## config.mk

```make
export PLATFORM = sky130hd
export DESIGN_NAME = idle_injection_duty_cycler
export DESIGN_NICKNAME = d
export VERILOG_FILES = /design/src/rtl/idc_pkg.sv /design/src/rtl/idc_phase_store.sv /design/src/rtl/idc_ratio_search.sv /design/src/rtl/idle_injection_duty_cycler.sv
export SDC_FILE = /design/constraint.sdc
export NUM_CORES = 1
export LEC_CHECK = 0
export BUFFER_PORTS_ARGS = -buffer_cell sky130_fd_sc_hd__buf_2
export CORE_MARGIN = 3
export CORE_UTILIZATION = 46
export DETAILED_ROUTE_END_ITERATION = 7
export SLEW_MARGIN = 20
export SYNTH_ARGS = -nofsm -noshare
export SYNTH_HDL_FRONTEND = slang
export SYNTH_HIERARCHICAL = 1
export SYNTH_SLANG_ARGS = --single-unit
```

## constraint.sdc

```tcl
create_clock -name clock -period 6.22 [get_ports clock]
set_clock_uncertainty 0.2 [all_clocks]
set_input_delay 0.622 -clock clock [delete_from_list [all_inputs] [get_ports clock]]
set_output_delay 0.622 -clock clock [all_outputs]
set_load 0.005 [all_outputs]
```

## src/rtl/idc_pkg.sv

```systemverilog
// ----------------------------------------------------------------------------
// idc_pkg
// Shared types, constants and the constant period table of the duty cycler.
// ----------------------------------------------------------------------------
`default_nettype none

package idc_pkg;

   localparam int FRAC_BITS   = 16;              // Q1.16 ratios
   localparam int Q_W         = FRAC_BITS + 1;   // holds 1.0 exactly
   localparam int IDX_W       = 5;               // table index width
   localparam int CNT_W       = 4;               // phase counters, max 9
   localparam int PE_W        = 8;               // periods_elapsed width
   localparam int TAB_MAX     = 24;              // entries in the table
   localparam int TAB_ENTRIES = 24;              // default used length

   localparam logic [Q_W-1:0] ONE_Q = {1'b1, {FRAC_BITS{1'b0}}};

   // input kinds
   localparam logic REQ_TICK   = 1'b0;
   localparam logic REQ_SAMPLE = 1'b1;

   // register indexes
   localparam logic CSR_TARGET_UTIL = 1'b0;
   localparam logic CSR_RATIO_MODE  = 1'b1;

   typedef enum logic [2:0] {
      ST_IDLE,
      ST_TICK,
      ST_STEP,
      ST_CHECK,
      ST_SEARCH
   } state_type;

   // command to the phase counter store
   typedef struct packed {
      logic             rd_en;
      logic             wr_en;
      logic             clr_one;
      logic             clr_all;
      logic             phase;
      logic [CNT_W-1:0] wr_data;
   } cnt_cmd_type;

   function automatic logic [CNT_W-1:0] tab_idle(input logic [IDX_W-1:0] idx);
      logic [CNT_W-1:0] v;
      case (idx)
         5'd0:    v = 4'd0;
         5'd1:    v = 4'd1;
         5'd2:    v = 4'd1;
         5'd3:    v = 4'd1;
         5'd4:    v = 4'd1;
         5'd5:    v = 4'd1;
         5'd6:    v = 4'd1;
         5'd7:    v = 4'd2;
         5'd8:    v = 4'd1;
         5'd9:    v = 4'd2;
         5'd10:   v = 4'd1;
         5'd11:   v = 4'd2;
         5'd12:   v = 4'd1;
         5'd13:   v = 4'd3;
         5'd14:   v = 4'd2;
         5'd15:   v = 4'd5;
         5'd16:   v = 4'd3;
         5'd17:   v = 4'd7;
         5'd18:   v = 4'd4;
         5'd19:   v = 4'd5;
         5'd20:   v = 4'd6;
         5'd21:   v = 4'd7;
         5'd22:   v = 4'd8;
         5'd23:   v = 4'd9;
         default: v = 4'd0;
      endcase
      return v;
   endfunction

   function automatic logic [CNT_W-1:0] tab_run(input logic [IDX_W-1:0] idx);
      logic [CNT_W-1:0] v;
      case (idx)
         5'd0:    v = 4'd1;
         5'd1:    v = 4'd9;
         5'd2:    v = 4'd8;
         5'd3:    v = 4'd7;
         5'd4:    v = 4'd6;
         5'd5:    v = 4'd5;
         5'd6:    v = 4'd4;
         5'd7:    v = 4'd7;
         5'd8:    v = 4'd3;
         5'd9:    v = 4'd5;
         5'd10:   v = 4'd2;
         5'd11:   v = 4'd3;
         5'd12:   v = 4'd1;
         5'd13:   v = 4'd2;
         5'd14:   v = 4'd1;
         5'd15:   v = 4'd2;
         5'd16:   v = 4'd1;
         5'd17:   v = 4'd2;
         5'd18:   v = 4'd1;
         5'd19:   v = 4'd1;
         5'd20:   v = 4'd1;
         5'd21:   v = 4'd1;
         5'd22:   v = 4'd1;
         5'd23:   v = 4'd1;
         default: v = 4'd1;
      endcase
      return v;
   endfunction

   // run / (idle + run), rounded to nearest, Q1.16
   function automatic logic [Q_W-1:0] tab_ratio(input logic [IDX_W-1:0] idx);
      logic [Q_W-1:0] v;
      case (idx)
         5'd0:    v = 17'd65536;
         5'd1:    v = 17'd58982;
         5'd2:    v = 17'd58254;
         5'd3:    v = 17'd57344;
         5'd4:    v = 17'd56174;
         5'd5:    v = 17'd54613;
         5'd6:    v = 17'd52429;
         5'd7:    v = 17'd50972;
         5'd8:    v = 17'd49152;
         5'd9:    v = 17'd46811;
         5'd10:   v = 17'd43691;
         5'd11:   v = 17'd39322;
         5'd12:   v = 17'd32768;
         5'd13:   v = 17'd26214;
         5'd14:   v = 17'd21845;
         5'd15:   v = 17'd18725;
         5'd16:   v = 17'd16384;
         5'd17:   v = 17'd14564;
         5'd18:   v = 17'd13107;
         5'd19:   v = 17'd10923;
         5'd20:   v = 17'd9362;
         5'd21:   v = 17'd8192;
         5'd22:   v = 17'd7282;
         5'd23:   v = 17'd6554;
         default: v = 17'd0;
      endcase
      return v;
   endfunction

   function automatic logic [Q_W-1:0] clamp_one(input logic [Q_W-1:0] v);
      return (v > ONE_Q) ? ONE_Q : v;
   endfunction

endpackage

`default_nettype wire

```

## src/rtl/idc_phase_store.sv

```systemverilog
// ----------------------------------------------------------------------------
// idc_phase_store
// Two-entry memory of phase down-counters, one per phase, with valid bits.
// An entry that is not valid reads with rd_valid low; the duty cycler then uses its reload value from the table.
// ----------------------------------------------------------------------------
`default_nettype none

module idc_phase_store (
   input  wire logic                      clock,
   input  wire logic                      reset,
   input  wire idc_pkg::cnt_cmd_type      cmd,
   output logic [idc_pkg::CNT_W-1:0]      rd_data,
   output logic                           rd_valid
);

   logic [idc_pkg::CNT_W-1:0] mem [2];
   logic [idc_pkg::CNT_W-1:0] rd_data_ff;
   logic                      rd_valid_ff;
   logic [1:0]                valid_ff;

   // reads and writes of one item never overlap, so no forwarding
   always_ff @(posedge clock) begin
      if (cmd.wr_en) begin
         mem[cmd.phase] <= cmd.wr_data;
      end
      if (cmd.rd_en) begin
         rd_data_ff <= mem[cmd.phase];
      end
   end

   always_ff @(posedge clock) begin
      if (reset) begin
         valid_ff    <= 2'b00;
         rd_valid_ff <= 1'b0;
      end else begin
         if (cmd.rd_en) begin
            rd_valid_ff <= valid_ff[cmd.phase];
         end
         if (cmd.clr_all) begin
            valid_ff <= 2'b00;
         end else if (cmd.clr_one) begin
            valid_ff[cmd.phase] <= 1'b0;
         end else if (cmd.wr_en) begin
            valid_ff[cmd.phase] <= 1'b1;
         end
      end
   end

   assign rd_data  = rd_data_ff;
   assign rd_valid = rd_valid_ff;

endmodule

`default_nettype wire

```

## src/rtl/idc_ratio_search.sv

```systemverilog
// ----------------------------------------------------------------------------
// idc_ratio_search
// Nearest-ratio search, one table entry per cycle; ties keep the lower index.
// ----------------------------------------------------------------------------
`default_nettype none

module idc_ratio_search #(
   parameter int TAB_LEN = idc_pkg::TAB_ENTRIES
) (
   input  wire logic                      clock,
   input  wire logic                      reset,
   input  wire logic                      start,
   input  wire logic [idc_pkg::Q_W-1:0]   target,
   output logic                           done,
   output logic [idc_pkg::IDX_W-1:0]      best
);

   localparam logic [idc_pkg::IDX_W-1:0] LAST = idc_pkg::IDX_W'(TAB_LEN - 1);

   logic                      busy_ff;
   logic                      done_ff;
   logic [idc_pkg::IDX_W-1:0] idx_ff;
   logic [idc_pkg::IDX_W-1:0] best_ff;
   logic [idc_pkg::Q_W-1:0]   err_ff;
   logic [idc_pkg::Q_W-1:0]   tgt_ff;
   logic [idc_pkg::Q_W-1:0]   ratio;
   logic [idc_pkg::Q_W-1:0]   err;

   always_comb begin
      ratio = idc_pkg::tab_ratio(idx_ff);
      err   = (tgt_ff > ratio) ? (tgt_ff - ratio) : (ratio - tgt_ff);
   end

   always_ff @(posedge clock) begin
      if (reset) begin
         busy_ff <= 1'b0;
         done_ff <= 1'b0;
      end else if (start) begin
         busy_ff <= 1'b1;
         done_ff <= 1'b0;
      end else if (busy_ff && idx_ff == LAST) begin
         busy_ff <= 1'b0;
         done_ff <= 1'b1;
      end
   end

   always_ff @(posedge clock) begin
      if (start) begin
         idx_ff <= '0;
         best_ff <= '0;
         err_ff <= '1;   // above any distance, so entry 0 is always taken
         tgt_ff <= target;
      end else if (busy_ff) begin
         if (err < err_ff) begin
            err_ff  <= err;
            best_ff <= idx_ff;
         end
         if (idx_ff != LAST) begin
            idx_ff <= idx_ff + 1'b1;
         end
      end
   end

   assign done = done_ff;
   assign best = best_ff;

endmodule

`default_nettype wire

```

## src/rtl/idle_injection_duty_cycler.sv

```systemverilog
// A tick passes through ST_TICK, a utilization sample through ST_STEP and ST_CHECK,
// a ratio sample through ST_SEARCH over TABLE_ENTRIES (at most 24) entries;
// rsp_tvalid is registered. One item at a time: the next is accepted only after
// the last result is registered; a waiting result holds the next item only at
// its last step. Phase counters sit in a 2-entry memory with a registered read.
// Synchronous reset: running, table entry 0, target 1.0.
// ----------------------------------------------------------------------------
// idle_injection_duty_cycler
// Runs or idles a task on a duty cycle picked from a constant period table.
// ----------------------------------------------------------------------------
`default_nettype none

module idle_injection_duty_cycler #(
   parameter int TABLE_ENTRIES = idc_pkg::TAB_ENTRIES
) (
   input  wire logic                      clock,
   input  wire logic                      reset,
   // configuration
   input  wire logic                      csr_wen,
   input  wire logic                      csr_index,
   input  wire logic [idc_pkg::Q_W-1:0]   csr_wdata,
   // items in
   input  wire logic                      req_tvalid,
   output logic                           req_tready,
   input  wire logic [31:0]               req_tdata,  // periods_elapsed, measured_util
   input  wire logic                      req_tuser,  // req_type
   // results out
   output logic                           rsp_tvalid,
   input  wire logic                      rsp_tready,
   output logic [7:0]                     rsp_tdata   // task_running, state_changed,
                                                      // table_index
);

   localparam int TAB_LEN = (TABLE_ENTRIES < idc_pkg::TAB_MAX) ?
                            TABLE_ENTRIES : idc_pkg::TAB_MAX;
   localparam logic [idc_pkg::IDX_W-1:0] LAST = idc_pkg::IDX_W'(TAB_LEN - 1);

   idc_pkg::state_type        state_ff, state_in;

   logic [idc_pkg::Q_W-1:0]   target_util_ff;
   logic                      ratio_mode_ff;

   logic                      phase_ff, phase_in;
   logic [idc_pkg::IDX_W-1:0] pos_ff, pos_in;
   logic [idc_pkg::PE_W-1:0]  pe_ff;
   logic [idc_pkg::Q_W-1:0]   meas_ff;
   logic [idc_pkg::IDX_W-1:0] np_ff, np_in;
   logic [idc_pkg::Q_W:0]     absd2_ff, absd2_in;   // twice |measured - target|

   logic                      rsp_valid_ff, rsp_valid_in;
   logic                      rsp_run_ff, rsp_run_in;
   logic                      rsp_chg_ff, rsp_chg_in;
   logic [idc_pkg::IDX_W-1:0] rsp_idx_ff, rsp_idx_in;

   idc_pkg::cnt_cmd_type      cmd;
   logic [idc_pkg::CNT_W-1:0] cnt_rd;
   logic                      cnt_valid;

   logic                      srch_start;
   logic                      srch_done;
   logic [idc_pkg::IDX_W-1:0] srch_best;

   logic                      accept;
   logic                      out_free;
   logic                      finish;
   logic [idc_pkg::Q_W-1:0]   tgt;
   logic [idc_pkg::Q_W-1:0]   meas;
   logic [idc_pkg::CNT_W-1:0] idle_rl;
   logic [idc_pkg::CNT_W-1:0] run_rl;
   logic [idc_pkg::CNT_W-1:0] cur_left;
   logic [idc_pkg::Q_W-1:0]   r_new;
   logic [idc_pkg::Q_W-1:0]   r_old;
   logic [idc_pkg::Q_W-1:0]   r_diff;
   logic [idc_pkg::IDX_W-1:0] new_pos;

   idc_phase_store u_store (
      .clock    (clock),
      .reset    (reset),
      .cmd      (cmd),
      .rd_data  (cnt_rd),
      .rd_valid (cnt_valid)
   );

   idc_ratio_search #(
      .TAB_LEN (TAB_LEN)
   ) u_search (
      .clock  (clock),
      .reset  (reset),
      .start  (srch_start),
      .target (tgt),
      .done   (srch_done),
      .best   (srch_best)
   );

   assign accept   = req_tvalid && req_tready;
   assign out_free = !rsp_valid_ff || rsp_tready;

   always_comb begin
      tgt      = idc_pkg::clamp_one(target_util_ff);
      meas     = idc_pkg::clamp_one(meas_ff);
      idle_rl  = idc_pkg::tab_idle(pos_ff);
      run_rl   = idc_pkg::tab_run(pos_ff);
      cur_left = cnt_valid ? cnt_rd : (phase_ff ? run_rl : idle_rl);
      r_new    = idc_pkg::tab_ratio(np_ff);
      r_old    = idc_pkg::tab_ratio(pos_ff);
      r_diff   = (r_new > r_old) ? (r_new - r_old) : (r_old - r_new);
   end

   always_comb begin
      state_in     = state_ff;
      phase_in     = phase_ff;
      pos_in       = pos_ff;
      np_in        = np_ff;
      absd2_in     = absd2_ff;
      rsp_valid_in = rsp_valid_ff && !rsp_tready;
      rsp_run_in   = rsp_run_ff;
      rsp_chg_in   = rsp_chg_ff;
      rsp_idx_in   = rsp_idx_ff;
      cmd          = '0;
      cmd.phase    = phase_ff;
      srch_start   = 1'b0;
      req_tready   = 1'b0;
      finish       = 1'b0;
      new_pos      = pos_ff;

      case (state_ff)
         idc_pkg::ST_IDLE: begin
            req_tready = 1'b1;
            if (req_tvalid) begin
               if (req_tuser == idc_pkg::REQ_TICK) begin
                  cmd.rd_en = 1'b1;
                  state_in  = idc_pkg::ST_TICK;
               end else if (!ratio_mode_ff) begin
                  state_in = idc_pkg::ST_STEP;
               end else begin
                  srch_start = 1'b1;
                  state_in   = idc_pkg::ST_SEARCH;
               end
            end
         end

         idc_pkg::ST_TICK: begin
            if (out_free) begin
               finish = 1'b1;
               if (tgt == idc_pkg::ONE_Q) begin
                  phase_in = 1'b1;
               end else if (tgt == '0) begin
                  phase_in = 1'b0;
               end else if (idle_rl == '0) begin
                  phase_in = 1'b1;   // never sleeps
               end else if ({{(idc_pkg::PE_W-idc_pkg::CNT_W){1'b0}}, cur_left} <= pe_ff) begin
                  // phase ends: toggle, counter back to its reload value
                  phase_in    = !phase_ff;
                  cmd.clr_one = 1'b1;
               end else begin
                  cmd.wr_en   = 1'b1;
                  cmd.wr_data = cur_left - pe_ff[idc_pkg::CNT_W-1:0];
               end
            end
         end

         idc_pkg::ST_STEP: begin
            if (meas > tgt) begin
               np_in    = (pos_ff < LAST) ? pos_ff + 1'b1 : pos_ff;
               absd2_in = {meas - tgt, 1'b0};
            end else begin
               np_in    = (meas < tgt && pos_ff != '0) ? pos_ff - 1'b1 : pos_ff;
               absd2_in = {tgt - meas, 1'b0};
            end
            state_in = idc_pkg::ST_CHECK;
         end

         idc_pkg::ST_CHECK: begin
            // hysteresis: step only if the gap is at least half the ratio step
            new_pos = (absd2_ff < {1'b0, r_diff}) ? pos_ff : np_ff;
            if (out_free) begin
               finish = 1'b1;
            end
         end

         idc_pkg::ST_SEARCH: begin
            new_pos = srch_best;
            if (srch_done && out_free) begin
               finish = 1'b1;
            end
         end

         default: begin
            state_in = idc_pkg::ST_IDLE;
         end
      endcase

      if (finish) begin
         if (new_pos != pos_ff) begin
            pos_in      = new_pos;
            cmd.clr_all = 1'b1;
         end
         rsp_valid_in = 1'b1;
         rsp_run_in   = phase_in;
         rsp_chg_in   = phase_in != phase_ff;
         rsp_idx_in   = pos_in;
         state_in     = idc_pkg::ST_IDLE;
      end
   end

   always_ff @(posedge clock) begin
      if (reset) begin
         state_ff       <= idc_pkg::ST_IDLE;
         target_util_ff <= idc_pkg::ONE_Q;
         ratio_mode_ff  <= 1'b0;
         phase_ff       <= 1'b1;
         pos_ff         <= '0;
         rsp_valid_ff   <= 1'b0;
      end else begin
         state_ff     <= state_in;
         phase_ff     <= phase_in;
         pos_ff       <= pos_in;
         rsp_valid_ff <= rsp_valid_in;
         if (csr_wen) begin
            case (csr_index)
               idc_pkg::CSR_TARGET_UTIL: target_util_ff <= csr_wdata;
               idc_pkg::CSR_RATIO_MODE:  ratio_mode_ff  <= csr_wdata[0];
               default: ;
            endcase
         end
      end
   end

   always_ff @(posedge clock) begin
      if (accept) begin
         pe_ff   <= req_tdata[idc_pkg::PE_W-1:0];
         meas_ff <= req_tdata[idc_pkg::PE_W +: idc_pkg::Q_W];
      end
      np_ff      <= np_in;
      absd2_ff   <= absd2_in;
      rsp_run_ff <= rsp_run_in;
      rsp_chg_ff <= rsp_chg_in;
      rsp_idx_ff <= rsp_idx_in;
   end

   assign rsp_tvalid = rsp_valid_ff;
   assign rsp_tdata  = {1'b0, rsp_idx_ff, rsp_chg_ff, rsp_run_ff};

endmodule

`default_nettype wire

```

After elaboration in Yosys (flattened, before gate mapping). Memories as Yosys holds them, arrays and structs flattened. A register that Yosys moved wholly into a read port is not among the register bits. Cells that the tools add are included. W data, S select, Z words.

Bits in registers: 132. Memories: 6. Word-level logic and storage cells: 159. ROM bits: 1888. Input port bits: 56. Bits in writable memories: 8.

Memory list: (no name shown) (words 32, width 17, read ports 1, clocked after memory_dff 1, wr ports 0, line idc_pkg.sv:112) `case (idx)`; (no name shown) (words 32, width 17, read ports 1, clocked after memory_dff 1, wr ports 0, line idc_pkg.sv:112); (no name shown) (words 32, width 17, read ports 1, clocked after memory_dff 1, wr ports 0, line idc_pkg.sv:112); (no name shown) (words 32, width 4, read ports 1, clocked after memory_dff 1, wr ports 0, line idc_pkg.sv:47) `case (idx)`; (no name shown) (words 32, width 4, read ports 1, clocked after memory_dff 1, wr ports 0, line idc_pkg.sv:79) `case (idx)`; u_store.mem (words 2, width 4, read ports 1, clocked after memory_dff 1, wr ports 1, line idc_phase_store.sv:16) `logic [idc_pkg::CNT_W-1:0] mem [2];`.

$add $sub $neg: 10. Reductions and logical operators: 26. Bitwise gates (word level): 5. Mux-type cells: 69. $lt $le $gt $ge: 12. Equal/unequal tests: 10.

Operators with widths (number): $sub A17 B17 Y17 (6); $mux W5 (14); $mux W17 (4); $gt A17 B17 Y1 (3); $gt A17 B17 Y1 const B (2); $lt A17 B17 Y1 (2); $mux W4 (8); $mux W1 (28); $lt A18 B17 Y1 (1); $mux W18 (1); $eq A17 B17 Y1 const B (1); $logic_not A17 Y1 (1); $mux W2 (7); $add A5 B1 Y5 const B (2); $pmux W5 S2 (1); $reduce_and A2 Y1 (5); $mux W3 (3); $pmux W3 S3 (1); $le A4 B8 Y1 (1); $reduce_or A2 Y1 (4); $eq A3 B2 Y1 const B (2); $logic_and A1 B1 Y1 (6); $eq A5 B5 Y1 const B (1); $lt A5 B5 Y1 const B (1); 23 further kinds (27).

Logic depth before layout (Yosys ltp). Gate-level depths: netlist (run 1).

Depth in word-level cells: 11. Mapped depth: 28.

By module. Netlist (run 1), hierarchy kept.

By module, submodules not included: idle_injection_duty_cycler (area each 10483.8 µm², instances 1, cells an instance 1279); idc_ratio_search (area each 4778.3 µm², instances 1, cells an instance 570); idc_phase_store (area each 550.5 µm², instances 1, cells an instance 30).

Least setup slack after synthesis (run 1). No wires, ideal clock.

Path kind: flip-flop to flip-flop. From: register, netlist name r_new[1]. To: register, netlist name r_old[13]. Buffers on the path: 3. Slack: 124 ps. Cell stages (with the launch flop): 28. Arrival: 5777 ps. Library setup time: 120 ps. Clock period less this slack: 6096 ps. Cell sequence: dfxtp_1 > inv_1 > ha_1 > nor2b_1 > o21ai_0 > a21boi_0 > o21a_1 > a311oi_1 > o41ai_2 > nand2_1 > buf_2 > mux2i_1 > xnor2_1 > ha_1 > nand3_1 > nor3_2 > nand3_1 > a22o_1 > a21boi_1 > buf_6 > mux2i_1 > nor2_1 > inv_1 > ha_1 > clkbuf_1 > o21ai_0 > and3_1 > a211o_1.

Word-level cells in the longest chain between the ends: 9.

Ends and longest elaborated chain: $sub A17 B17 Y17 / $gt A17 B17 Y1 (equally long branches) (line idle_injection_duty_cycler.sv:106) `r_diff = (r_new > r_old) ? (r_new - r_old) : (r_old - r_new);`; $mux W17 * (line idle_injection_duty_cycler.sv:106); $lt A18 B17 Y1 * (line idle_injection_duty_cycler.sv:175) `new_pos = (absd2_ff < {1'b0, r_diff}) ? pos_ff : np_ff;`; $mux W5 * (line idle_injection_duty_cycler.sv:175); $pmux W5 S2 * (line idle_injection_duty_cycler.sv:126) `case (state_ff)`; $ne A5 B5 Y1 (line idle_injection_duty_cycler.sv:194) `if (new_pos != pos_ff) begin`; $mux W5 * (line idle_injection_duty_cycler.sv:194); $mux W5 (no source line) * (2 in series).

Every way passes the cells marked *; elsewhere a longest branch is shown, timed or not. A chain may end at the register's enable or synchronous reset.

Final worst setup path (run 1).
From: register, netlist name r_new[1]. To: register, netlist name idle_rl[0].

Word-level cells in the longest chain between the ends: 9.

Ends and longest elaborated chain (line): $sub A17 B17 Y17 / $gt A17 B17 Y1 (equally long branches) (idle_injection_duty_cycler.sv:106); $mux W17 * (idle_injection_duty_cycler.sv:106); $lt A18 B17 Y1 * (idle_injection_duty_cycler.sv:175); $mux W5 * (idle_injection_duty_cycler.sv:175); $pmux W5 S2 * (idle_injection_duty_cycler.sv:126); $ne A5 B5 Y1 (idle_injection_duty_cycler.sv:194); $mux W5 * (idle_injection_duty_cycler.sv:194); $mux W5 (no source line) * (2 in series).

Marks and branches as above.

==> results of run 1 <==
==> sequential cells by signal, indices dropped and copies added, names as in the netlist, 3 cells and up, named ones only <==
register / count
np_ff: 5
state_ff: 3
u_search/tgt_ff: 17
u_search/idx_ff: 5
r_old: 17
idle_rl: 4
u_store/rd_data: 4
run_rl: 4
r_new: 17
pos_ff: 5
rsp_idx_ff: 5
u_search/best: 5
u_search/ratio: 17
u_store/mem: 8
u_search/err_ff: 17
pe_ff: 8
absd2_ff: 17
meas_ff: 17
target_util_ff: 17
==> per-layer routing <==
metal | track usage [%] | part of all wire (%)
met2 | 38.71 | 45
met3 | 3.301 | 5.2
met1 | 33.38 | 47
met4 | 6.463 | 2.4
met5 | 0 | 0
==> layout make-up <==
class	count	area [um^2]	area share, %
repair buffers	117	735.7	4.185
well taps	448	560.5	3.189
multi-input cells	1381	9706	55.21
flip-flops and latches	202	4875	27.73
inverters	192	734.5	4.178
clock inverters	17	246.5	1.402
clock buffers	31	720.7	4.100
==> cells in the final DEF, fill, tap and decap left out, drive strengths merged, types with 41 or more instances in the layout <==
| cell | Yosys | layout |
|---|---|---|
| a21o | 53 | 53 |
| edfxtp | 83 | 83 |
| dfxtp | 119 | 119 |
| ha | 164 | 164 |
| buf | 47 | 117 |
| nand2 | 202 | 202 |
| nor3 | 41 | 41 |
| nor2 | 96 | 96 |
| mux2i | 46 | 46 |
| o21ai | 97 | 97 |
| inv | 188 | 189 |
| a21oi | 162 | 162 |
==> worst max-delay path, cell delays in order, from the launching register on <==
cell                       delay [ps]
sky130_fd_sc_hd__dfxtp_1          320
sky130_fd_sc_hd__inv_1             70
sky130_fd_sc_hd__ha_1             330
sky130_fd_sc_hd__nor2b_1          140
sky130_fd_sc_hd__o21ai_1          170
sky130_fd_sc_hd__a21boi_1         120
sky130_fd_sc_hd__o21a_1           240
sky130_fd_sc_hd__a311oi_2         350
sky130_fd_sc_hd__o41ai_2          130
sky130_fd_sc_hd__nand2_2          140
sky130_fd_sc_hd__mux2_2           360
sky130_fd_sc_hd__xor2_1           150
sky130_fd_sc_hd__ha_1             300
sky130_fd_sc_hd__nand3_1          170
sky130_fd_sc_hd__a211oi_2         280
sky130_fd_sc_hd__a211oi_2          70
sky130_fd_sc_hd__buf_4            180
sky130_fd_sc_hd__a22o_1           260
sky130_fd_sc_hd__a21boi_2         180
sky130_fd_sc_hd__buf_4            190
sky130_fd_sc_hd__mux2_4           330
sky130_fd_sc_hd__or2_1            300
sky130_fd_sc_hd__clkinv_8         130
sky130_fd_sc_hd__nand2b_1         190
sky130_fd_sc_hd__o32a_1           220
sky130_fd_sc_hd__o221ai_1         170
==> metrics by stage <==
| step | util [%] | total power [mW] | instances |
|---|---|---|---|
| floorplan | - | 3.640 | 1879 |
| global placement | 49.18 | 4.222 | 2340 |
| detailed placement | 49.18 | 4.266 | 2340 |
| CTS | 52.05 | 5.976 | 2388 |
| global route | 52.16 | 6.393 | 2388 |
| finish | 52.16 | 5.970 | 2388 |
==> power by group <==
part / switching, mW / internal, mW
combinational: 1.53 / 1.04
clock: 0.601 / 1.07
sequential: 0.129 / 1.59
total: 2.26 / 3.71
==> logic make-up after synthesis <==
| group | share of synthesized area [%] |
|---|---|
| fa+ha+maj | 13.86 |
| simple gates | 16.41 |
| mux | 3.505 |
| other cells | 0.02372 |
| flops | 30.83 |
| compound gates | 23.79 |
| buf+inv | 8.039 |
| xor+xnor | 3.545 |
==> worst max-delay path by stage <==
stage / startpoint / endpoint / cells past startpoint
2_1_floorplan: r_new[1] / r_old[13] / 27
3_3_place_gp: r_new[1] / r_old[1] / 24
3_5_place_dp: r_new[1] / r_old[1] / 26
4_1_cts: r_new[1] / r_old[1] / 26
5_1_grt: r_new[1] / idle_rl[0] / 25
6_report: r_new[1] / idle_rl[0] / 25
==> synth_stat cells (7+ instances only) <==
master                     number  area, um^2
sky130_fd_sc_hd__nand2b_1      18       112.6
sky130_fd_sc_hd__o21bai_1      19       142.6
sky130_fd_sc_hd__nor2_1        93       349.1
sky130_fd_sc_hd__fa_1           7       140.1
sky130_fd_sc_hd__a21oi_1      162       810.8
sky130_fd_sc_hd__o211ai_1      26       195.2
sky130_fd_sc_hd__a21o_1        52       390.4
sky130_fd_sc_hd__or2_2         10       62.56
sky130_fd_sc_hd__and3_1        23       143.9
sky130_fd_sc_hd__o22ai_1       12       75.07
sky130_fd_sc_hd__a31oi_1       20       125.1
sky130_fd_sc_hd__inv_1        185       694.4
sky130_fd_sc_hd__nand4_1       21       131.4
sky130_fd_sc_hd__o21a_1        10       75.07
sky130_fd_sc_hd__nor3_1        40       200.2
sky130_fd_sc_hd__o21ai_0       91       455.4
sky130_fd_sc_hd__buf_6          7       78.83
sky130_fd_sc_hd__xnor2_1       40       350.3
sky130_fd_sc_hd__a21boi_0      13       97.59
sky130_fd_sc_hd__ha_1         164        2052
sky130_fd_sc_hd__mux2_2         7       78.83
sky130_fd_sc_hd__and4_1         7       61.31
sky130_fd_sc_hd__a32oi_1        7       61.31
sky130_fd_sc_hd__xor2_1        24       210.2
sky130_fd_sc_hd__o31ai_1        8       60.06
sky130_fd_sc_hd__nor4_1        16       100.1
sky130_fd_sc_hd__a211oi_1      17       127.6
sky130_fd_sc_hd__a221oi_1      12       105.1
sky130_fd_sc_hd__or3_1          8       50.05
sky130_fd_sc_hd__a311oi_1       9       78.83
sky130_fd_sc_hd__a211o_1       11       96.34
sky130_fd_sc_hd__buf_2         23       115.1
sky130_fd_sc_hd__nand3_1       36       180.2
sky130_fd_sc_hd__and2_1         8       50.05
sky130_fd_sc_hd__nor2b_1       21       131.4
sky130_fd_sc_hd__edfxtp_1      83        2492
sky130_fd_sc_hd__buf_4         13       97.59
sky130_fd_sc_hd__clkbuf_1      57       214.0
sky130_fd_sc_hd__mux2i_1       46       460.4
sky130_fd_sc_hd__nand2_1      201       754.5
sky130_fd_sc_hd__dfxtp_1      119        2382
==> PnR_summary.wiki, run 1 <==
{| class="wikitable"
! Metric !! Value
|-
| Distinct cells, synth || 108
|-
| GR Overflow Total || 0
|-
| Total of flip-flops plus latches after synthesis || roughly 200
|-
| Depth of the worst register-to-register path || 25
|-
| Die outline height || 191.4 um
|-
| Vias in the first global route || between 10000 and 15000
|-
| Number of setup buffers added after CTS || 0
|-
| First-pass iteration count of the detailed router || 5
|-
| Overall routed net length || 44060 um
|-
| Number of vias after detailed routing || 13757
|-
| Flip-flop cell with the highest count after synthesis || sky130_fd_sc_hd__dfxtp_1
|-
| Worst Path Class, Setup || flip-flop to flip-flop
|-
| Reg-to-reg setup timing slack || 450 ps
|-
| Highest ir drop seen on vdd || 220.9 uV
|-
| Final-report max-slew violation count || 0
|-
| Worst hold slack after final layout || between 40 and 50 ps
|-
| Final design area excluding fillers || 17580 um^2
|-
| Kind of start point of the critical path || flip-flop
|-
| Root Buffer Master || sky130_fd_sc_hd__clkbuf_16
|-
| Min-Delay Path Depth || 1
|-
| Ant. Diodes || 0
|-
| Type of destination of the critical path || flip-flop
|-
| Path type of the worst min-delay path || primary input to flip-flop
|-
| Number of buffers on the longest clock path || 3
|-
| Initial detailed-routing violation count || 1221
|-
| Netlist area before placement || 15810 um^2
|-
| Post_cts resized || 0
|-
| Signed area change from the synthesized netlist to the final layout || 11.16%
|-
| Row count || 67
|-
| Largest net degree at the start of global routing || 48
|-
| Fraction of final layout cells with drive strength greater than 1 || 12.01%
|-
| Drt drc || 0
|-
| RSZ-0062 raised after global routing || no
|-
| Die footprint || 36640 um^2
|-
| Area inside the core boundary || 33700 um^2
|-
| Power density cells || between 300 and 400 nW/um^2
|-
| Post-synthesis area per instance || 8.415 um^2
|-
| Max-cap check violation count || 0
|-
| Initial antenna violation count || 1
|-
| Run status || finished, final reports clean
|-
| GPL Wtd Cong || 0.9272
|-
| CTS Sinks || a little over 200
|-
| Endpoint of the worst register-to-register path || idle_rl[0]
|-
| Register area share after synthesis || between 30 and 40%
|-
| Inserted Clock Buffers || 26
|-
| Max Fclk || 0.1732 GHz
|-
| Final setup vio count || 0
|-
| Synthesized netlist cell count || 1879
|-
| Tmin final || approximately 5800 ps
|-
| Number of flops mapped to enable cells by yosys || 83
|-
| Initial standard-cell utilization of the core || 46.92%
|-
| Per-cell routed wire length || 18.45 um
|-
| Async set-reset flop share out of synthesis || 0%
|-
| Place WS || 60.21 ps
|-
| Half-perimeter wire length after placement || 34100 um
|-
| Boundary Pins || 66
|-
| Clock transition at the register clock pins on the worst setup and hold paths after CTS || 60 ps
|-
| Fillers || about 3200
|-
| Critical Path AT || 6020 ps
|-
| Hold violation count in the final report || 0
|-
| Count of nets after finishing || 2147
|-
| Post-detailed-route count of antenna-violating nets || 0
|-
| Worst hold path endpoint || meas_ff[3]
|-
| Normalized max-slew margin || 30.91%
|-
| Via density per instance || between 5 and 6
|-
| Horizontal extent of the die || around 190 um
|-
| Clock latency on the worst-skew pair || 550 ps
|-
| Startpoint of the most critical register-to-register path || r_new[1]
|-
| Data required time at the worst endpoint || 6470 ps
|-
| Total number of yosys warnings || 6
|-
| Lkg Pwr || ~8 nW
|-
| TritonCTS clock tree || yes
|-
| Synth Net Count || 2106
|-
| Setup slack after layout || 447.9 ps
|-
| Global router's overall resource usage || 23.87%
|-
| Total negative setup slack || 0 ps
|-
| Pin slew with the least headroom to its limit || 1035 ps
|-
| Origin of the worst min-delay path || req_tdata[11]
|-
| Count of H-tree levels built during CTS || 1
|-
| Number of port buffers || 57
|-
| Share of the cycle needed by the critical path after routing || 92.80%
|-
| First-pass GRT wire length || 70720 um
|-
| Dpl cell area || 16570 um^2
|-
| Number of buffers added to fix hold violations after cts || 0
|-
| Top fanout value on the critical path || 18
|}
Power figures use the tool's default switching activity.
==> run 2, diff against run 1 <==
--- a/config.mk
+++ b/config.mk
@@ -9,6 +9,7 @@
 export CORE_MARGIN = 3
 export CORE_UTILIZATION = 46
 export DETAILED_ROUTE_END_ITERATION = 7
+export REMOVE_ABC_BUFFERS = 1
 export SLEW_MARGIN = 20
 export SYNTH_ARGS = -nofsm -noshare
 export SYNTH_HDL_FRONTEND = slang
==> run 2 against run 1 <==
Routed wire length decreased by 1.0%; clock power decreased by 11%; critical path depth up 2; cell count fell by 0.21%; largest power group unchanged; highest routed layer unchanged.
==> PnR_summary.wiki, run 2 (same netlist as run 1, synthesis figures left out) <==
{| class="wikitable"
! Metric !! Value
|-
| Run status || finished, final reports clean
|-
| Number of port buffers || 57
|-
| Overall routed net length || around 44000 um
|-
| Total placed cells including tap cells || roughly 2300
|-
| Final setup vio count || 0
|-
| Pin slew with the least headroom to its limit || around 1000 ps
|-
| Type of destination of the critical path || flip-flop
|-
| Count of H-tree levels built during CTS || 1
|-
| Slowest CP cell || sky130_fd_sc_hd__o211ai_1
|-
| Worst hold path endpoint || meas_ff[2]
|-
| Signed area change from the synthesized netlist to the final layout || 10.58%
|-
| Inserted Clock Buffers || 24
|-
| Setup slack after layout || approximately 270 ps
|-
| CTS Sinks || 202
|-
| Normalized max-slew margin || 32.99%
|-
| Final-report max-slew violation count || 0
|-
| Largest net degree at the start of global routing || 40
|-
| Ant. Diodes || 0
|-
| FF+latch area || 4875 um^2
|-
| Die outline height || 191.4 um
|-
| Half-perimeter wire length after placement || about 34000 um
|-
| First-pass iteration count of the detailed router || 6
|-
| Min-Delay Path Depth || 1
|-
| Startpoint of the most critical register-to-register path || r_new[1]
|-
| Dpl cell area || 16550 um^2
|-
| Row count || 67
|-
| Clock latency on the worst-skew pair || 530 ps
|-
| Utilization of the core after routing || 51.89%
|-
| Kind of start point of the critical path || flip-flop
|-
| Path type of the worst min-delay path || primary input to flip-flop
|-
| GPL Wtd Cong || 0.9669
|-
| Tmin final || between 5000 and 6000 ps
|-
| Initial detailed-routing violation count || 1210
|-
| Reg-to-reg setup timing slack || approximately 270 ps
|-
| Worst Path Class, Setup || flip-flop to flip-flop
|-
| Overall Power || 5.759 mW
|-
| Global router's overall resource usage || a little under a quarter
|-
| Worst hold slack after final layout || 60.56 ps
|-
| Lkg Pwr || 7.838 nW
|-
| Most frequent cells in the layout || sky130_fd_sc_hd__nand2_1, sky130_fd_sc_hd__inv_1, sky130_fd_sc_hd__ha_1, sky130_fd_sc_hd__a21oi_1, sky130_fd_sc_hd__dfxtp_1
|-
| Top fanout value on the critical path || 5
|-
| Critical Path AT || about 6200 ps
|-
| Most repeated library cell on the critical path || sky130_fd_sc_hd__buf_4
|-
| Max stage delay on crit path || 420 ps
|-
| Area inside the core boundary || around 34000 um^2
|-
| Horizontal extent of the die || 191.4 um
|-
| Die footprint || roughly 37000 um^2
|-
| Final design area excluding fillers || 17490 um^2
|-
| Hold violation count in the final report || 0
|-
| Boundary Pins || 66
|-
| Number of buffers added to fix hold violations after cts || 0
|-
| Place WS || -40.34 ps
|-
| Most frequent standard cell in the layout excluding fill and tap cells || sky130_fd_sc_hd__nand2_1
|-
| Fraction of final layout cells with drive strength greater than 1 || 12.30%
|-
| Depth of the worst register-to-register path || 27
|-
| Post-detailed-route count of antenna-violating nets || 0
|-
| Highest ir drop seen on vdd || 230.6 uV
|-
| Per-cell routed wire length || 18.30 um
|-
| Data required time at the worst endpoint || 6460 ps
|-
| Area of combinational cells with multiple inputs || 9747 um^2
|-
| Drt drc || 0
|-
| Initial antenna violation count || 0
|-
| Power density cells || 329.4 nW/um^2
|-
| Share of the cycle needed by the critical path after routing || 95.66%
|-
| Number of buffers on the longest clock path || 3
|-
| Root Buffer Master || sky130_fd_sc_hd__clkbuf_16
|-
| Vias in the first global route || 13037
|-
| Max Fclk || 0.1681 GHz
|-
| Initial standard-cell utilization of the core || 46.92%
|-
| Number of vias after detailed routing || 13869
|-
| Origin of the worst min-delay path || req_tdata[10]
|-
| GR Overflow Total || 0
|-
| Total negative setup slack || 0 ps
|-
| Max-cap check violation count || 0
|-
| Via density per instance || 5.820
|-
| Endpoint of the worst register-to-register path || r_old[6]
|-
| Number of standard cells in the layout, taps in and fillers out || 2383
|-
| Clock transition at the register clock pins on the worst setup and hold paths after CTS || 60 ps
|-
| First-pass GRT wire length || ~70000 um
|-
| Fillers || 3227
|-
| Count of nets after finishing || 2144
|-
| TritonCTS clock tree || yes
|}
run 2: cell count changes in the layout (fill, tap and decap cells not counted), moves of 2 or more:
cell | before | now
sky130_fd_sc_hd__bufinv_16 | 6 | 4
sky130_fd_sc_hd__o21ai_2 | 1 | 3
sky130_fd_sc_hd__clkbuf_8 | 3 | 1
sky130_fd_sc_hd__clkbuf_16 | 27 | 25
sky130_fd_sc_hd__mux2i_1 | 46 | 44
sky130_fd_sc_hd__clkinv_2 | 6 | 8
sky130_fd_sc_hd__mux2i_2 | 0 | 2
sky130_fd_sc_hd__o21ai_1 | 9 | 7
run 2: what timing repair did:
item                                    CTS  global route
pin swaps                                 1             9
resized for setup                         0            23
setup buffers                             0             2
endpoints found under the setup margin    8            29
endpoints found under the hold margin     0             0
gates cloned                              0             0
run 2: where the power goes:
part           switching (mW)  total, mW  internal (mW)  leakage, nW
Sequential              0.128       1.72           1.59         1.78
Combinational            1.52       2.56           1.04         5.65
Clock                   0.572       1.48          0.909        0.407
Total                    2.22       5.76           3.54         7.84
run 2: worst max-delay path by stage:
stage,from,to,slack [ps],cells after the start
2_1_floorplan,r_new[1],r_old[1],-460,25
3_3_place_gp,r_new[1],idle_rl[0],20,25
3_5_place_dp,r_new[1],idle_rl[0],-40,25
4_1_cts,r_new[1],idle_rl[0],30,24
5_1_grt,r_new[1],r_old[6],-50,28
6_report,r_new[1],r_old[6],270,27
run 2: cell type report:
type | count | area share, %
Inverter | 192 | 4.200
Timing Repair Buffer | 116 | 4.165
Clock buffer | 26 | 3.657
Multi-Input combinational cell | 1381 | 55.74
Clock inverter | 18 | 1.152
Sequential cell | 202 | 27.88
Tap cell | 448 | 3.206
run 2: worst max-delay path, delay by kind of cell, from the launching register on:
kind / cells / cell delay (ps)
AOI/OAI and AO/OA: 10 / 1910
xor gates and xnor gates: 1 / 140
adders and majority gates: 3 / 860
buffers and inverters: 6 / 900
DFF: 1 / 380
muxes: 1 / 360
and+or+nand+nor: 6 / 1090
run 2: per-layer routing:
layer  global-route usage (%)  vias to the layer above  wire length [um]
met4                    6.068                        0               927
met2                    37.98                      419             19920
li1                         -                     6787                 -
met1                    33.47                     6594             20630
met5                        0                        -                 0
met3                    2.384                       69              2136
==> run 3, diff against run 2 <==
--- a/config.mk
+++ b/config.mk
@@ -9,6 +9,7 @@
 export CORE_MARGIN = 3
 export CORE_UTILIZATION = 46
 export DETAILED_ROUTE_END_ITERATION = 7
+export RECOVER_POWER = 25
 export REMOVE_ABC_BUFFERS = 1
 export SLEW_MARGIN = 20
 export SYNTH_ARGS = -nofsm -noshare
==> run 3 against run 2 <==
Combinational power is essentially flat; cell count stayed put; sequential power barely moved; clock power barely moved; sequential cell count unchanged; power about the same; global-route usage unchanged; non-clock buffer count did not move.
==> PnR_summary.wiki, run 3 (same netlist as run 1, synthesis figures left out) <==
{| class="wikitable"
! Metric !! Value
|-
| Run status || finished, final reports clean
|-
| Clock transition at the register clock pins on the worst setup and hold paths after CTS || 60 ps
|-
| Largest net degree at the start of global routing || 40
|-
| Origin of the worst min-delay path || req_tdata[10]
|-
| CTS Sinks || 202
|-
| Per-cell routed wire length || ~18 um
|-
| Number of vias after detailed routing || 13830
|-
| Hold violation count in the final report || 0
|-
| Critical Path AT || 6190 ps
|-
| Overall Power || 5.758 mW
|-
| Area inside the core boundary || 33700 um^2
|-
| Power density cells || 329.5 nW/um^2
|-
| Top fanout value on the critical path || 5
|-
| Count of H-tree levels built during CTS || 1
|-
| Via density per instance || 5.804
|-
| Type of destination of the critical path || flip-flop
|-
| Number of buffers added to fix hold violations after cts || 0
|-
| Max stage delay on crit path || ~420 ps
|-
| Vias in the first global route || 13037
|-
| Count of nets after finishing || about 2100
|-
| Fraction of final layout cells with drive strength greater than 1 || 12.14%
|-
| Initial detailed-routing violation count || 1207
|-
| Total negative setup slack || 0 ps
|-
| Slowest CP cell || sky130_fd_sc_hd__o211ai_1
|-
| GPL Wtd Cong || 0.9669
|-
| Horizontal extent of the die || ~190 um
|-
| Startpoint of the most critical register-to-register path || r_new[1]
|-
| Number of buffers on the longest clock path || 3
|-
| Die footprint || 36640 um^2
|-
| Post-detailed-route count of antenna-violating nets || 0
|-
| Most frequent cells in the layout || sky130_fd_sc_hd__nand2_1, sky130_fd_sc_hd__inv_1, sky130_fd_sc_hd__ha_1, sky130_fd_sc_hd__a21oi_1, sky130_fd_sc_hd__dfxtp_1
|-
| Drt drc || 0
|-
| Max Fclk || 0.1680 GHz
|-
| Most frequent standard cell in the layout excluding fill and tap cells || sky130_fd_sc_hd__nand2_1
|-
| Lkg Pwr || 7.830 nW
|-
| Setup slack after layout || 269.3 ps
|-
| Final setup vio count || 0
|-
| Initial antenna violation count || 0
|-
| Max-cap check violation count || 0
|-
| Global router's overall resource usage || 23.45%
|-
| Path type of the worst min-delay path || primary input to flip-flop
|-
| Initial standard-cell utilization of the core || 46.92%
|-
| GR Overflow Total || 0
|-
| Launch point of the worst path || r_new[1]
|-
| Kind of start point of the critical path || flip-flop
|-
| Inserted Clock Buffers || 24
|-
| Final design area excluding fillers || 17480 um^2
|-
| Family with the most delay on the worst path || compound AO/OA/AOI/OAI gates
|-
| Row count || 67
|-
| Root Buffer Master || sky130_fd_sc_hd__clkbuf_16
|-
| Most repeated library cell on the critical path || sky130_fd_sc_hd__buf_4
|-
| Signed area change from the synthesized netlist to the final layout || 10.53%
|-
| First-pass GRT wire length || 69920 um
|-
| Tmin final || 5951 ps
|-
| Clock latency on the worst-skew pair || 530 ps
|-
| Half-perimeter wire length after placement || 34060 um
|-
| Final-report max-slew violation count || 0
|-
| Overall routed net length || roughly 44000 um
|-
| Pin slew with the least headroom to its limit || 1426 ps
|-
| Boundary Pins || 66
|-
| Number of port buffers || 57
|-
| Ant. Diodes || 0
|-
| Place WS || -40.34 ps
|-
| Dpl cell area || between 15000 and 20000 um^2
|-
| Highest ir drop seen on vdd || 230.6 uV
|-
| Die outline height || around 190 um
|-
| Data required time at the worst endpoint || 6460 ps
|-
| Share of the cycle needed by the critical path after routing || between 90% and 100%
|-
| First-pass iteration count of the detailed router || 6
|-
| CP Buf/Inv Count || 6
|-
| Worst Path Class, Setup || flip-flop to flip-flop
|-
| Normalized max-slew margin || roughly 4.9%
|-
| TritonCTS clock tree || yes
|}
==> run 3: changes by cell type in the layout (fill, tap and decap cells not counted) <==
cell	change
sky130_fd_sc_hd__clkbuf_1	+2
sky130_fd_sc_hd__nor2b_2	-1
sky130_fd_sc_hd__nor2b_1	+1
sky130_fd_sc_hd__and2_0	+1
sky130_fd_sc_hd__buf_2	-1
sky130_fd_sc_hd__and2_1	-1
sky130_fd_sc_hd__buf_4	-1
==> run 3: timing repair <==
action | CTS | global route
pin swaps | 1 | 9
setup buffers | 0 | 2
gates resized for setup | 0 | 23
setup endpoints to repair | 8 | 29
hold endpoints to repair | 0 | 0
==> run 3: per-layer routing <==
metal	vias up	GRT usage (%)	wire, um
met3	67	2.384	2083
li1	6786	-	-
met5	-	0	0
met4	0	6.068	934
met1	6562	33.47	20710
met2	415	37.98	19860
==> run 3: worst paths after layout <==
path	end	slack, ps	cells past startpoint
setup / recovery	r_old[6]	270	27
hold / removal	meas_ff[2]	60	1
setup reg to reg	r_old[6]	270	27
hold reg to reg	target_util_ff[13]	270	2
==> run 3: final cells by class <==
| class | count | area (um^2) |
|---|---|---|
| tap | 448 | 560.5 |
| fill | 3227 | 16220 |
| sequential | 202 | 4875 |
| inverter | 192 | 734.5 |
| multi-input combinational | 1381 | 9744 |
| clock inverter | 18 | 201.4 |
| clock buffer | 26 | 639.4 |
| timing repair buffer | 116 | 723.2 |
==> run 3: per-stage QoR <==
stage	hold slack (ps)	instances	util, %
4_1_cts	28.88	2381	51.61
3_3_place_gp	260.7	2337	49.11
6_report	60.62	2383	51.86
3_5_place_dp	266.9	2337	49.11
5_1_grt	31.23	2383	51.86
2_1_floorplan	239.2	1775	-
==> run 3: power by group <==
part	internal, mW	switching, mW
clock network	0.909	0.571
registers	1.59	0.128
logic	1.04	1.52
total	3.54	2.22
==> run 3: worst reg2reg max path, delay by kind of cell (launching register included) <==
kind,cells,cell delay [ps]
compound gates,10,1910
xor+xnor,1,140
fa+ha+maj,3,860
buf+inv,6,900
flops,1,380
mux,1,360
simple gates,6,1100
